`src/rtl/twkb_pkg.sv`:
```
// Shared types and constants for the TWKB coordinate decoder.
package twkb_pkg;

   localparam int QUEUE_DEPTH = 4;
   localparam int QPTR_W      = 2;

   typedef enum logic [1:0] {
      ST_OK    = 2'd0,
      ST_TYPE  = 2'd1,
      ST_LONG  = 2'd2,
      ST_STRAY = 2'd3
   } status_type;

   localparam logic [3:0] KIND_POINT      = 4'd1;
   localparam logic [3:0] KIND_MULTIPOINT = 4'd4;

   // One decoded work item handed from the parser to the accumulator.
   typedef struct packed {
      logic [31:0] value;     // raw varint for coordinates, zero for errors
      logic [1:0]  axis;
      logic [31:0] point;
      logic [3:0]  kind;
      logic [3:0]  digits;
      logic        last;
      status_type  status;
      logic        new_geom;  // first coordinate of a geometry: sums start at zero
   } entry_type;

endpackage

```
`src/rtl/twkb_front.sv`:
```
// Byte parser: header, extended dimensions, point count and varint assembly.
module twkb_front #(
   parameter int MAX_AXES = 4
) (
   input  logic                clock,
   input  logic                reset,
   input  logic                accept,
   input  logic [7:0]          data_byte,
   input  logic                first_byte,
   output logic                push,
   output twkb_pkg::entry_type push_entry
);
   import twkb_pkg::*;

   typedef enum logic [4:0] {
      PH_WAIT  = 5'b00001,
      PH_META  = 5'b00010,
      PH_EXT   = 5'b00100,
      PH_COUNT = 5'b01000,
      PH_COORD = 5'b10000
   } phase_type;

   localparam logic [2:0] MAX_AX = 3'(MAX_AXES);

   phase_type   phase_ff, phase_in;
   logic [3:0]  kind_ff, kind_in;
   logic [3:0]  digits_ff, digits_in;
   logic [2:0]  axis_count_ff, axis_count_in;
   logic [31:0] points_left_ff, points_left_in;
   logic [31:0] point_ff, point_in;
   logic [1:0]  axis_ff, axis_in;
   logic [31:0] acc_ff, acc_in;
   logic [2:0]  vbytes_ff, vbytes_in;
   logic        fresh_ff, fresh_in;

   logic [3:0]  type_digits;
   logic [31:0] shifted;
   logic [31:0] acc_new;
   logic [2:0]  ext_count;
   logic [2:0]  axis_next;

   always_comb begin
      type_digits = {1'b0, data_byte[7:5]} ^ {4{data_byte[4]}};
      case (vbytes_ff)
         3'd0: shifted = {25'b0, data_byte[6:0]};
         3'd1: shifted = {18'b0, data_byte[6:0], 7'b0};
         3'd2: shifted = {11'b0, data_byte[6:0], 14'b0};
         3'd3: shifted = {4'b0, data_byte[6:0], 21'b0};
         3'd4: shifted = {data_byte[3:0], 28'b0};
         default: shifted = 32'b0;
      endcase
      acc_new   = acc_ff | shifted;
      ext_count = data_byte[1] ? 3'd4 : 3'd3;
      if (ext_count > MAX_AX) begin
         ext_count = MAX_AX;
      end
      axis_next = {1'b0, axis_ff} + 3'd1;
   end

   always_comb begin
      phase_in       = phase_ff;
      kind_in        = kind_ff;
      digits_in      = digits_ff;
      axis_count_in  = axis_count_ff;
      points_left_in = points_left_ff;
      point_in       = point_ff;
      axis_in        = axis_ff;
      acc_in         = acc_ff;
      vbytes_in      = vbytes_ff;
      fresh_in       = fresh_ff;
      push           = 1'b0;
      push_entry     = '{value: 32'b0, axis: 2'b0, point: 32'b0, kind: kind_ff,
                         digits: digits_ff, last: 1'b1, status: ST_STRAY,
                         new_geom: 1'b0};
      if (accept) begin
         if (first_byte) begin
            kind_in        = data_byte[3:0];
            digits_in      = type_digits;
            axis_count_in  = 3'd2;
            points_left_in = 32'b0;
            point_in       = 32'b0;
            axis_in        = 2'b0;
            acc_in         = 32'b0;
            vbytes_in      = 3'b0;
            fresh_in       = 1'b1;
            if (data_byte[3:0] != KIND_POINT && data_byte[3:0] != KIND_MULTIPOINT) begin
               phase_in          = PH_WAIT;
               push              = 1'b1;
               push_entry.kind   = data_byte[3:0];
               push_entry.digits = type_digits;
               push_entry.status = ST_TYPE;
            end else begin
               phase_in = PH_META;
            end
         end else begin
            case (phase_ff)
               PH_META, PH_EXT: begin
                  if (phase_ff == PH_META && data_byte[3]) begin
                     phase_in = PH_EXT;
                  end else begin
                     axis_count_in = (phase_ff == PH_META) ? 3'd2 : ext_count;
                     if (kind_ff == KIND_MULTIPOINT) begin
                        phase_in = PH_COUNT;
                     end else begin
                        points_left_in = 32'd1;
                        phase_in       = PH_COORD;
                     end
                  end
               end
               PH_COUNT, PH_COORD: begin
                  if (data_byte[7]) begin
                     if (vbytes_ff == 3'd4) begin
                        // A fifth byte that still continues: the varint is too long.
                        phase_in          = PH_WAIT;
                        acc_in            = 32'b0;
                        vbytes_in         = 3'b0;
                        push              = 1'b1;
                        push_entry.axis   = axis_ff;
                        push_entry.point  = point_ff;
                        push_entry.status = ST_LONG;
                     end else begin
                        acc_in    = acc_new;
                        vbytes_in = vbytes_ff + 3'd1;
                     end
                  end else begin
                     acc_in    = 32'b0;
                     vbytes_in = 3'b0;
                     if (phase_ff == PH_COUNT) begin
                        points_left_in = acc_new;
                        phase_in       = (acc_new == 32'b0) ? PH_WAIT : PH_COORD;
                     end else begin
                        push                = 1'b1;
                        push_entry.value    = acc_new;
                        push_entry.axis     = axis_ff;
                        push_entry.point    = point_ff;
                        push_entry.last     = 1'b0;
                        push_entry.status   = ST_OK;
                        push_entry.new_geom = fresh_ff;
                        fresh_in            = 1'b0;
                        if (axis_next >= axis_count_ff) begin
                           axis_in        = 2'b0;
                           point_in       = point_ff + 32'd1;
                           points_left_in = points_left_ff - 32'd1;
                           if (points_left_ff == 32'd1) begin
                              push_entry.last = 1'b1;
                              phase_in        = PH_WAIT;
                           end
                        end else begin
                           axis_in = axis_next[1:0];
                        end
                     end
                  end
               end
               default: begin
                  // Data byte with no geometry open.
                  phase_in = PH_WAIT;
                  push     = 1'b1;
               end
            endcase
         end
      end
   end

   always_ff @(posedge clock) begin
      if (reset) begin
         phase_ff       <= PH_WAIT;
         kind_ff        <= 4'b0;
         digits_ff      <= 4'b0;
         axis_count_ff  <= 3'd2;
         points_left_ff <= 32'b0;
         point_ff       <= 32'b0;
         axis_ff        <= 2'b0;
         acc_ff         <= 32'b0;
         vbytes_ff      <= 3'b0;
         fresh_ff       <= 1'b0;
      end else begin
         phase_ff       <= phase_in;
         kind_ff        <= kind_in;
         digits_ff      <= digits_in;
         axis_count_ff  <= axis_count_in;
         points_left_ff <= points_left_in;
         point_ff       <= point_in;
         axis_ff        <= axis_in;
         acc_ff         <= acc_in;
         vbytes_ff      <= vbytes_in;
         fresh_ff       <= fresh_in;
      end
   end

endmodule

```
`src/rtl/twkb_queue.sv`:
```
// Short first-in first-out queue between the parser and the accumulator.
module twkb_queue (
   input  logic                clock,
   input  logic                reset,
   input  logic                push,
   input  twkb_pkg::entry_type push_entry,
   input  logic                pop,
   output twkb_pkg::entry_type head,
   output logic                full,
   output logic                empty
);
   import twkb_pkg::*;

   entry_type         slots_ff [QUEUE_DEPTH];
   logic [QPTR_W-1:0] wr_ptr_ff, wr_ptr_in;
   logic [QPTR_W-1:0] rd_ptr_ff, rd_ptr_in;
   logic [QPTR_W:0]   count_ff, count_in;

   always_comb begin
      full      = (count_ff == (QPTR_W + 1)'(QUEUE_DEPTH));
      empty     = (count_ff == '0);
      head      = slots_ff[rd_ptr_ff];
      wr_ptr_in = push ? wr_ptr_ff + QPTR_W'(1) : wr_ptr_ff;
      rd_ptr_in = pop ? rd_ptr_ff + QPTR_W'(1) : rd_ptr_ff;
      count_in  = count_ff;
      if (push && !pop) begin
         count_in = count_ff + (QPTR_W + 1)'(1);
      end else if (pop && !push) begin
         count_in = count_ff - (QPTR_W + 1)'(1);
      end
   end

   always_ff @(posedge clock) begin
      if (push) begin
         slots_ff[wr_ptr_ff] <= push_entry;
      end
   end

   always_ff @(posedge clock) begin
      if (reset) begin
         wr_ptr_ff <= '0;
         rd_ptr_ff <= '0;
         count_ff  <= '0;
      end else begin
         wr_ptr_ff <= wr_ptr_in;
         rd_ptr_ff <= rd_ptr_in;
         count_ff  <= count_in;
      end
   end

endmodule

```
`src/rtl/twkb_back.sv`:
```
// Accumulator: zigzag decode, per-axis running sums and the result register.
module twkb_back #(
   parameter int MAX_AXES = 4
) (
   input  logic                clock,
   input  logic                reset,
   input  twkb_pkg::entry_type head,
   input  logic                empty,
   output logic                pop,
   input  logic                out_ready,
   output logic                out_valid,
   output twkb_pkg::entry_type out_entry
);
   import twkb_pkg::*;

   localparam int AXW = (MAX_AXES > 2) ? 2 : 1;

   logic [31:0]    sum_ff [MAX_AXES];
   logic [31:0]    sum_in [MAX_AXES];
   logic           out_valid_ff, out_valid_in;
   entry_type      out_ff, out_in;

   logic [AXW-1:0] ax;
   logic [31:0]    delta;
   logic [31:0]    base;
   logic [31:0]    sum_new;

   always_comb begin
      pop     = !empty && (!out_valid_ff || out_ready);
      ax      = head.axis[AXW-1:0];
      delta   = {1'b0, head.value[31:1]} ^ {32{head.value[0]}};
      base    = head.new_geom ? 32'b0 : sum_ff[ax];
      sum_new = base + delta;

      for (int i = 0; i < MAX_AXES; i++) begin
         sum_in[i] = sum_ff[i];
      end
      out_in = out_ff;
      if (pop) begin
         out_in = head;
         if (head.status == ST_OK) begin
            for (int i = 0; i < MAX_AXES; i++) begin
               sum_in[i] = head.new_geom ? 32'b0 : sum_ff[i];
            end
            sum_in[ax]   = sum_new;
            out_in.value = sum_new;
         end
      end

      if (pop) begin
         out_valid_in = 1'b1;
      end else if (out_ready) begin
         out_valid_in = 1'b0;
      end else begin
         out_valid_in = out_valid_ff;
      end
   end

   always_ff @(posedge clock) begin
      out_ff <= out_in;
      for (int i = 0; i < MAX_AXES; i++) begin
         sum_ff[i] <= sum_in[i];
      end
   end

   always_ff @(posedge clock) begin
      if (reset) begin
         out_valid_ff <= 1'b0;
      end else begin
         out_valid_ff <= out_valid_in;
      end
   end

   assign out_valid = out_valid_ff;
   assign out_entry = out_ff;

   // Error results always close the geometry and carry no coordinate.
   assert property (@(posedge clock) disable iff (reset)
      out_valid_ff && out_ff.status != ST_OK |-> out_ff.last && out_ff.value == 32'b0)
      else $error("error transaction with coordinate or without last");

   // The first coordinate of a geometry is its own delta.
   assert property (@(posedge clock) disable iff (reset)
      pop && head.new_geom && head.status == ST_OK |=> out_ff.value == $past(delta))
      else $error("running sum not restarted at geometry start");

   // No bubble: a queued item moves on whenever the result register can take it.
   assert property (@(posedge clock) disable iff (reset)
      !empty && (!out_valid_ff || out_ready) |-> pop)
      else $error("accumulator stalled with work queued");

endmodule

```
`src/rtl/twkb_coordinate_decoder.sv`:
```
// Top level of the TWKB coordinate decoder.
//
// The req_ channel takes one byte of an encoded geometry per transaction;
// req_tuser is high on the type byte that opens a geometry and restarts any
// geometry in progress. The rsp_ channel gives one transaction per finished
// coordinate, or one per error, with rsp_tlast on the final coordinate of a
// geometry and on every error; rsp_tuser carries the status code.
// Coordinates are integers scaled by ten to the decoded precision.
// The parser writes each decoded varint into a four-entry queue at the edge
// that accepts the byte completing it; the accumulator pops it into the result
// register once that register is empty or its result is being taken, so a
// stall on rsp_ can hold it in the queue. The block takes one byte per cycle
// while the queue is not full, set by the parser, which handles each accepted
// byte as it comes, and the single adder of the accumulator. When the receiver
// stalls, results wait in the queue and the result register; req_tready drops
// only when the queue is full or reset is high. Reset clears the parser, the
// queue pointers and the result valid flag; bytes are taken once reset is low.
module twkb_coordinate_decoder #(
   parameter int MAX_AXES = 4
) (
   input  logic        clock,
   input  logic        reset,
   input  logic        req_tvalid,
   output logic        req_tready,
   input  logic [7:0]  req_tdata,   // [7:0] data_byte
   input  logic [0:0]  req_tuser,   // [0] first_byte
   output logic        rsp_tvalid,
   input  logic        rsp_tready,
   // [31:0] coord_value, [33:32] axis_index, [65:34] point_index,
   // [69:66] geom_kind, [73:70] scale_digits, [79:74] zero
   output logic [79:0] rsp_tdata,
   output logic [1:0]  rsp_tuser,   // [1:0] status
   output logic        rsp_tlast
);
   import twkb_pkg::*;

   logic      accept;
   logic      push;
   entry_type push_entry;
   entry_type head;
   logic      pop;
   logic      full;
   logic      empty;
   entry_type out_entry;

   assign req_tready = !full && !reset;
   assign accept     = req_tvalid && req_tready;

   twkb_front #(.MAX_AXES(MAX_AXES)) u_front (
      .clock      (clock),
      .reset      (reset),
      .accept     (accept),
      .data_byte  (req_tdata),
      .first_byte (req_tuser[0]),
      .push       (push),
      .push_entry (push_entry)
   );

   twkb_queue u_queue (
      .clock      (clock),
      .reset      (reset),
      .push       (push),
      .push_entry (push_entry),
      .pop        (pop),
      .head       (head),
      .full       (full),
      .empty      (empty)
   );

   twkb_back #(.MAX_AXES(MAX_AXES)) u_back (
      .clock     (clock),
      .reset     (reset),
      .head      (head),
      .empty     (empty),
      .pop       (pop),
      .out_ready (rsp_tready),
      .out_valid (rsp_tvalid),
      .out_entry (out_entry)
   );

   assign rsp_tdata = {6'b0, out_entry.digits, out_entry.kind, out_entry.point,
                       out_entry.axis, out_entry.value};
   assign rsp_tuser = out_entry.status;
   assign rsp_tlast = out_entry.last;

endmodule
```
`config.mk`:
```
export PLATFORM = sky130hd
export DESIGN_NAME = twkb_coordinate_decoder
export DESIGN_NICKNAME = d
export VERILOG_FILES = /design/src/rtl/twkb_pkg.sv /design/src/rtl/twkb_front.sv /design/src/rtl/twkb_queue.sv /design/src/rtl/twkb_back.sv /design/src/rtl/twkb_coordinate_decoder.sv
export SDC_FILE = /design/constraint.sdc
export NUM_CORES = 1
export LEC_CHECK = 0
export BUFFER_PORTS_ARGS = -buffer_cell sky130_fd_sc_hd__buf_2
export CAP_MARGIN = 20
export CORE_MARGIN = 10
export CORE_UTILIZATION = 62
export CTS_CLUSTER_DIAMETER = 200
export CTS_CLUSTER_SIZE = 20
export DETAILED_ROUTE_END_ITERATION = 16
export PLACE_DENSITY = 0.84
export SYNTH_ARGS = -nofsm -noshare
export SYNTH_HDL_FRONTEND = slang
export SYNTH_SLANG_ARGS = --single-unit
export TNS_END_PERCENT = 10
```
`constraint.sdc`:
```
create_clock -name clock -period 9.6 [get_ports clock]
set_input_delay 0 -clock clock [delete_from_list [all_inputs] [get_ports clock]]
set_output_delay 0 -clock clock [all_outputs]
set_load 0.01 [all_outputs]
```
==> load_flow_metrics.sql, run 1 <==
INSERT INTO impl_metrics (metric_group, metric, value, unit) VALUES
('timing', 'setup_violations', '0', ''),
('worst_setup_path', 'crit_path_top_delay_cell', 'mux4_2', ''),
('worst_setup_path', 'timing.setup.critical_path_class', 'reg -> reg', ''),
('synthesis', 'avgSynthCellArea', '13.2', 'um^2'),
('finish', 'layout-area-overhead-vs-synth', '7.61', '%'),
('clock_network', 'tritoncts.num_buffers', '38', ''),
('synthesis', 'synthTopCellsByCount', 'edfxtp_1 (517), nor2_1 (262), a21oi_1 (160)', ''),
('detailed_routing', 'wire_per_inst', '23.6', 'um'),
('finish', 'fin_nets', '2269', ''),
('grt', 'grt.overflow.total', '0', ''),
('detailed_routing', 'detail_route.drc_violations', '0', ''),
('timing', 'max_freq', '0.166', 'GHz'),
('worst_setup_path', 'cp_common_cell', 'mux4_2', ''),
('clock_network', 'cts-htree-levels', '2', ''),
('clock_network', 'post-cts-setup-buffer-count', '0', ''),
('worst_setup_path', 'worstPathRequired', '9940', 'ps'),
('detailed_routing', 'routed_wl', '66800', 'um'),
('detailed_routing', 'dr.first_iter.drc_count', '2190', ''),
('timing', 'timing_worst_slew_pin_value', '1110', 'ps'),
('outcome', 'outcome', 'finished clean', ''),
('synthesis', 'synth_flop_cell', 'edfxtp_1', ''),
('min_path', 'whs_endpoint', 'u_queue.wr_ptr_ff[1]', ''),
('floorplanning', 'design.die.area', '55000', 'um^2'),
('synthesis', 'netlist_top_cells_area', 'edfxtp_1 (54%), dfxtp_1 (9.0%), mux4_2 (8.7%)', ''),
('finish', 'antenna-diode-count', '0', ''),
('synthesis', 'synth_top_cell_by_area', 'edfxtp_1', ''),
('worst_setup_path', 'setup.reg_to_reg.worst_slack', '3590', 'ps'),
('timing', 'finalClockSkew', '33.7', 'ps'),
('clock_network', 'tritoncts', 'yes', ''),
('floorplanning', 'die-width', '235', 'um'),
('worst_setup_path', 'worst_path_dominant_cell_family', 'multiplexers', ''),
('grt', 'grt_antenna_before_repair', '0', ''),
('timing', 'final_hold_viol_count', '0', ''),
('pwr', 'power.total', '8.83', 'mW'),
('min_path', 'hold_start', 'reset', ''),
('synthesis', 'synth_sequential_area_ratio', '63.4', '%'),
('clock_network', 'cts_hold_buf', '10', ''),
('floorplanning', 'core', '45500', 'um^2'),
('timing', 'final-max-slew-violation-count', '0', ''),
('synthesis', 'yosys.cell_count.top_type', 'edfxtp_1', ''),
('worst_setup_path', 'worstSetupEndpointType', 'flop', ''),
('clock_network', 'ctsResizeCount', '0', ''),
('min_path', 'min_path_type', 'in -> reg', ''),
('worst_setup_path', 'critical_path.max_stage_delay', '810', 'ps'),
('floorplanning', 'core.rowCount', '78', ''),
('place', 'globalplace.congestion', '0.926', ''),
('grt', 'wire_length_of_the_first_global_routing_pass', '105000', 'um'),
('synthesis', 'yosys_register_bits', '645', ''),
('clock_network', 'cts_sinks', '645', ''),
('pwr', 'leakage', '10.6', 'nW'),
('synthesis', 'synth-warning-count', '0', ''),
('finish', 'drive_gt1_share', '13.8', '%'),
('place', 'dp.final_hpwl', '42300', 'um'),
('detailed_routing', 'vias_per_cell', '6.56', ''),
('floorplanning', 'initial_cell_density_of_the_core', '62.8', '%'),
('min_path', 'hold_depth', '3', ''),
('detailed_routing', 'tritonroute_pass_1_iters', '5', ''),
('worst_setup_path', 'cp-start-kind', 'flop', ''),
('timing', 'setup-tns-final', '0', 'ps'),
('grt', 'grt_max_degree', '72', ''),
('clock_network', 'clk_latency', '590', 'ps'),
('worst_setup_path', 'worst-path-stages', '13', ''),
('detailed_routing', 'postRouteAntennaNets', '0', ''),
('worst_setup_path', 'worst-endpoint-arrival', '6350', 'ps'),
('floorplanning', 'fp.dieH', '235', 'um'),
('pwr', 'pwr_density_cell', '288', 'nW/um^2'),
('pwr', 'vdd_ir_drop_max', '0.236', 'mV'),
('synthesis', 'synth_enable_flop_cells', '517', ''),
('worst_setup_path', 'worst-path-buf-inv', '1', ''),
('detailed_routing', 'routed-via-count', '18600', ''),
('synthesis', 'post_synth_num_cell_types', '72', '');
-- state kept, by name, indices dropped and copies added, names as in the netlist, 4 cells and up, named ones only --
name                    flops
u_front.points_left_ff     32
u_front.point_ff           32
u_front.acc_ff             32
u_queue.slots_ff          312
u_back.sum_ff             128
u_front.phase_ff            5
u_front.digits_ff           4
u_back.out_entry           77
u_front.kind_ff             4
-- cell families after synthesis --
logic type / Yosys count / synth area share (%)
AO/OA/AOI/OAI: 386 / 8.12
other: 1 / 0.0131
multiplexers: 132 / 9.47
buffers and inverters: 170 / 2.42
XOR/XNOR: 74 / 2.27
adder cells (fa/ha/maj): 50 / 2.24
AND/OR/NAND/NOR: 707 / 12.1
flip-flops: 645 / 63.4
-- area by class of cell --
type	count	area (um^2)
flip-flops and latches	645	18100
fillers	3139	14800
multi-input cells	1355	9860
clock buffers	60	1050
repair buffers	128	766
well taps	600	751
inverters	38	143
clock inverters	3	48.8
-- routing by layer --
metal  wire length, um  vias to the layer above  GRT usage, %  share of wire, %
met5                 0                        -             0                 0
met4              1740                        0          7.19               2.6
met3              5310                      141          3.13               7.9
met2             33600                      944          41.3                50
met1             26100                     9257          32.8                39
li1                  -                     8216             -                 -
-- worst max path at each step --
stage                            to                 from
2_1_floorplan   u_back.sum_ff[0][0]  u_queue.count_ff[0]
3_3_place_gp   u_back.sum_ff[2][24]                 flop
3_5_place_dp   u_back.sum_ff[1][24]                 flop
4_1_cts        u_back.sum_ff[1][24]                 flop
5_1_grt        u_back.sum_ff[1][24]                 flop
6_report       u_back.sum_ff[1][24]                 flop
-- cell usage in the layout (no fill, tap or decap), drive strengths merged, types with 9 or more instances in the layout --
master / Yosys / layout
nor4: 25 / 25
dfxtp: 128 / 128
mux2i: 17 / 17
nand4: 14 / 14
inv: 38 / 39
o21ai: 84 / 84
xor2: 53 / 53
o211ai: 12 / 12
nand2: 142 / 142
and3: 18 / 18
a21oi: 160 / 160
clkbuf: 101 / 60
o22ai: 18 / 18
nand3: 37 / 37
mux4: 110 / 110
dlygate4sd3: 0 / 10
a21o: 21 / 21
or3: 25 / 25
nor3: 49 / 49
buf: 31 / 118
edfxtp: 517 / 517
or4: 21 / 21
xnor2: 21 / 21
and2: 81 / 81
nor2: 262 / 262
a211oi: 10 / 10
ha: 48 / 48
a31oi: 9 / 9
o31ai: 20 / 20
-- power breakdown --
| group | switching, mW | leakage [nW] | internal, mW |
|---|---|---|---|
| Clock | 0.882 | 0.526 | 0.768 |
| Sequential | 0.124 | 5.96 | 3.50 |
| Combinational | 2.28 | 4.08 | 1.28 |
| Total | 3.29 | 10.6 | 5.54 |
-- through the flow --
step,cells,util [%],hold WS (ps),area (um^2),worst slack (ps)
3_3_place_gp,2755,64.9,304,29500,3730
3_5_place_dp,2755,64.9,313,29500,3560
2_1_floorplan,2170,-,56.1,28600,2430
5_1_grt,2829,67.5,72.5,30700,3170
6_report,2829,67.5,57.8,30700,3590
4_1_cts,2828,67.5,52.5,30700,3530
-- worst reg2reg max path, delay by kind of cell (launching register included) --
family | cells | cell delay [ps]
buffers and inverters | 1 | 560
adder cells (fa/ha/maj) | 2 | 700
flip-flops | 1 | 660
multiplexers | 3 | 1770
AND/OR/NAND/NOR | 3 | 540
AO/OA/AOI/OAI | 4 | 1520
No activity file was read; power rests on OpenSTA's default activity.
==> run 2: changes to the inputs <==
--- a/config.mk
+++ b/config.mk
@@ -5,6 +5,7 @@
 export SDC_FILE = /design/constraint.sdc
 export NUM_CORES = 1
 export LEC_CHECK = 0
+export ABC_AREA = 1
 export BUFFER_PORTS_ARGS = -buffer_cell sky130_fd_sc_hd__buf_2
 export CAP_MARGIN = 20
 export CORE_MARGIN = 10
==> constraint.sdc (replaced) <==
create_clock -name clock -period 5.8 [get_ports clock]
set_input_delay 0 -clock clock [delete_from_list [all_inputs] [get_ports clock]]
set_output_delay 0 -clock clock [all_outputs]
set_load 0.01 [all_outputs]
==> run 2 against run 1 <==
Compared with the run above: non-clock buffer count is 9 higher; combinational power grew to 2.5 times the previous value; first-iteration DRC count is 21% higher; sequential share of layout area is 2.4 points lower; largest cell class unchanged.
==> load_flow_metrics.sql, run 2 <==
INSERT INTO impl_metrics (metric_group, metric, value, unit) VALUES
('timing', 'finalCritPeriodShare', '82.6', '%'),
('place', 'placed_cell_area', '30800', 'um^2'),
('detailed_routing', 'tritonroute_pass_1_iters', '6', ''),
('finish', 'layout.filler_cells', '3643', ''),
('pwr', 'power.net_switching', '8.21', 'mW'),
('pwr', 'sw_frac_of_total', '45.4', '%'),
('run', 'cap_violations', '0', ''),
('synthesis', 'avgSynthCellArea', '9.63', 'um^2'),
('pwr', 'leakage', '11.8', 'nW'),
('timing', 'setup-tns-final', '0', 'ps'),
('clock_network', 'cts-htree-levels', '2', ''),
('timing', 'final_hold_viol_count', '0', ''),
('pwr', 'power.total', '18.1', 'mW'),
('pwr', 'clockPowerShare', '15.2', '%'),
('synthesis', 'synth_top_area_share', '52.0', '%'),
('clock_network', 'ctsResizeCount', '0', ''),
('synthesis', 'synth_enable_flop_cells', '517', ''),
('pwr', 'sequentialPowerShare', '34.9', '%'),
('timing', 'max_freq', '0.209', 'GHz'),
('detailed_routing', 'vias_per_cell', '6.10', ''),
('timing', 'postLayoutSetupSlackWorst', '1010', 'ps'),
('synthesis', 'syn-instance-count', '3103', ''),
('timing', 'hold-worst-slack', '82.1', 'ps'),
('place', 'dp.final_hpwl', '53800', 'um'),
('place', 'globalplace.congestion', '0.957', ''),
('worst_setup_path', 'worstPathRequired', '6090', 'ps'),
('finish', 'layout-area-overhead-vs-synth', '7.23', '%'),
('detailed_routing', 'detail_route.drc_violations', '0', ''),
('clock_network', 'tritoncts.num_buffers', '38', ''),
('floorplanning', 'fp.dieH', '239', 'um'),
('detailed_routing', 'wire_per_inst', '20.8', 'um'),
('place', 'port-buffer-count', '91', ''),
('timing', 'rsz0062_at_grt', 'no', ''),
('grt', 'wire_length_of_the_first_global_routing_pass', '122000', 'um'),
('pwr', 'share_comb_of_total_power', '49.9', '%'),
('timing', 'setup_violations', '0', ''),
('outcome', 'outcome', 'finished clean', ''),
('finish', 'final_cell_mix', 'nor2_1 (541), nand2_1 (526), edfxtp_1 (517), o21ai_0 (242), inv_1 (214)', ''),
('finish', 'drive_gt1_share', '7.19', '%'),
('worst_setup_path', 'critical_path_fanout_max', '42', ''),
('timing', 'finalClockSkew', '23.8', 'ps'),
('grt', 'grt_util_all_layers', '27.2', '%'),
('floorplanning', 'design.portCount', '98', ''),
('clock_network', 'cts_root_buf', 'clkbuf_16', ''),
('pwr', 'pwr_density_cell', '565', 'nW/um^2'),
('clock_network', 'clk_path_buf_depth', '3', ''),
('timing', 'final-max-slew-violation-count', '0', ''),
('detailed_routing', 'met3_wirelength', '7060', 'um'),
('finish', 'mostFrequentLayoutCell', 'nor2_1', ''),
('grt', 'grt_max_degree', '124', ''),
('timing', 'slew-limit-headroom', '27.2', '%'),
('clock_network', 'cts_hold_buf', '10', ''),
('finish', 'reg_with_most_ffs', 'u_queue.slots_ff', ''),
('place', 'worst_slack_placed', '1200', 'ps'),
('detailed_routing', 'routed-via-count', '23000', ''),
('synthesis', 'ys_async_sr_fraction', '0', '%'),
('finish', 'number_of_flip_flops_under_the_largest_register_name', '312', ''),
('place', 'placed_cells_incl_taps', '3699', ''),
('floorplanning', 'design.die.area', '57400', 'um^2'),
('worst_setup_path', 'timing.setup.critical_path_class', 'reg -> reg', ''),
('finish', 'stdcell_area', '32000', 'um^2'),
('worst_setup_path', 'worstSetupEndpointType', 'flop', ''),
('floorplanning', 'die-width', '239', 'um'),
('detailed_routing', 'dr.first_iter.drc_count', '2660', ''),
('finish', 'stdcell_count', '3772', ''),
('pwr', 'vdd_ir_drop_max', '0.414', 'mV'),
('timing', 'finalCriticalPeriod', '4790', 'ps'),
('detailed_routing', 'highest-signal-layer', 'met4', ''),
('clock_network', 'tritoncts', 'yes', ''),
('detailed_routing', 'route.layer.met1.wl', '33100', 'um'),
('synthesis', 'yosys_register_bits', '645', ''),
('synthesis', 'yosys.cell_count.top_type', 'nor2_1', ''),
('synthesis', 'synth_sequential_area_ratio', '60.6', '%'),
('synthesis', 'netlist_top_cells_area', 'edfxtp_1 (52%), dfxtp_1 (8.6%), nor2_1 (6.9%)', ''),
('finish', 'layout.core_utilization', '67.2', '%'),
('synthesis', 'post_synth_num_cell_types', '48', ''),
('synthesis', 'synth_top_cell_by_area', 'edfxtp_1', ''),
('grt', 'grt.overflow.total', '0', ''),
('worst_setup_path', 'worst-endpoint-arrival', '5080', 'ps'),
('clock_network', 'cts_sinks', '645', ''),
('clock_network', 'clk_latency', '590', 'ps'),
('detailed_routing', 'postRouteAntennaNets', '0', ''),
('clock_network', 'clkTransAtPathRegs', '90', 'ps'),
('worst_setup_path', 'cp-start-kind', 'flop', ''),
('synthesis', 'synth_flop_cell', 'edfxtp_1', ''),
('detailed_routing', 'routed_wl', '78600', 'um'),
('synthesis', 'syn_area', '29900', 'um^2'),
('clock_network', 'post-cts-setup-buffer-count', '0', ''),
('grt', 'grt_antenna_before_repair', '0', ''),
('timing', 'timing_worst_slew_pin_value', '1090', 'ps'),
('detailed_routing', 'wl_met2', '36700', 'um'),
('floorplanning', 'core.rowCount', '80', ''),
('grt', 'first_global_vias', '22100', ''),
('finish', 'fin_nets', '3197', ''),
('min_path', 'min_path_type', 'in -> reg', ''),
('floorplanning', 'initial_cell_density_of_the_core', '62.7', '%'),
('finish', 'antenna-diode-count', '0', ''),
('floorplanning', 'core', '47600', 'um^2'),
('synthesis', 'synthTopCellsByCount', 'nor2_1 (546), nand2_1 (526), edfxtp_1 (517)', ''),
('synthesis', 'synth-warning-count', '0', ''),
('pwr', 'internal-power', '9.89', 'mW');
## run 2: cells by family after synthesis
group                    share of synthesized area, %
AO/OA/AOI/OAI                                    11.6
XOR/XNOR                                         2.05
adder cells (fa/ha/maj)                          2.14
buffers and inverters                            5.23
flip-flops                                       60.6
other                                          0.0126
AND/OR/NAND/NOR                                  18.4
## run 2: path summary, 6_finish.rpt
check | from | endpoint | slack (ps) | cells after the start
hold reg to reg | u_front.acc_ff[31] | u_front.acc_ff[31] | 440 | 2
hold / removal | reset | u_front.kind_ff[1] | 80 | 3
setup reg to reg | flop | u_back.out_entry[64] | 1010 | 12
setup / recovery | flop | u_back.out_entry[64] | 1010 | 12
## run 2: cell type report
cell class | count | area, um^2 | area share [%]
multi-input cells | 2085 | 10300 | 32.3
flip-flops and latches | 645 | 18100 | 56.5
inverters | 227 | 855 | 2.67
repair buffers | 137 | 876 | 2.73
clock buffers | 60 | 1050 | 3.29
well taps | 615 | 769 | 2.40
clock inverters | 3 | 45.0 | 0.141
## run 2: per-layer routing
metal  vias up  global-route usage, %
li1      10700                      -
met1     11000                   38.3
met2      1184                   42.9
met3       117                   4.01
met4         0                   8.64
met5         -                      0
## run 2: worst max-delay path, stage by stage (launching register included)
cell and delay (ps):
dfxtp_4 610, inv_4 270, or2_1 310, a32oi_4 430, inv_2 380, a21oi_1 400, ha_1 370, a21oi_1 250
o21ai_0 180, a21oi_1 260, nand3_1 170, xnor2_1 570, o21ai_0 270
## run 2: power by group through the flow
stage	registers, mW	clock network, mW	logic (mW)
6_report	6.32	2.75	9.04
5_1_grt	6.37	2.93	9.91
4_1_cts	6.33	2.77	8.89
3_5_place_dp	6.43	0	8.85
3_3_place_gp	6.41	0	8.66
2_1_floorplan	6.52	0	5.82
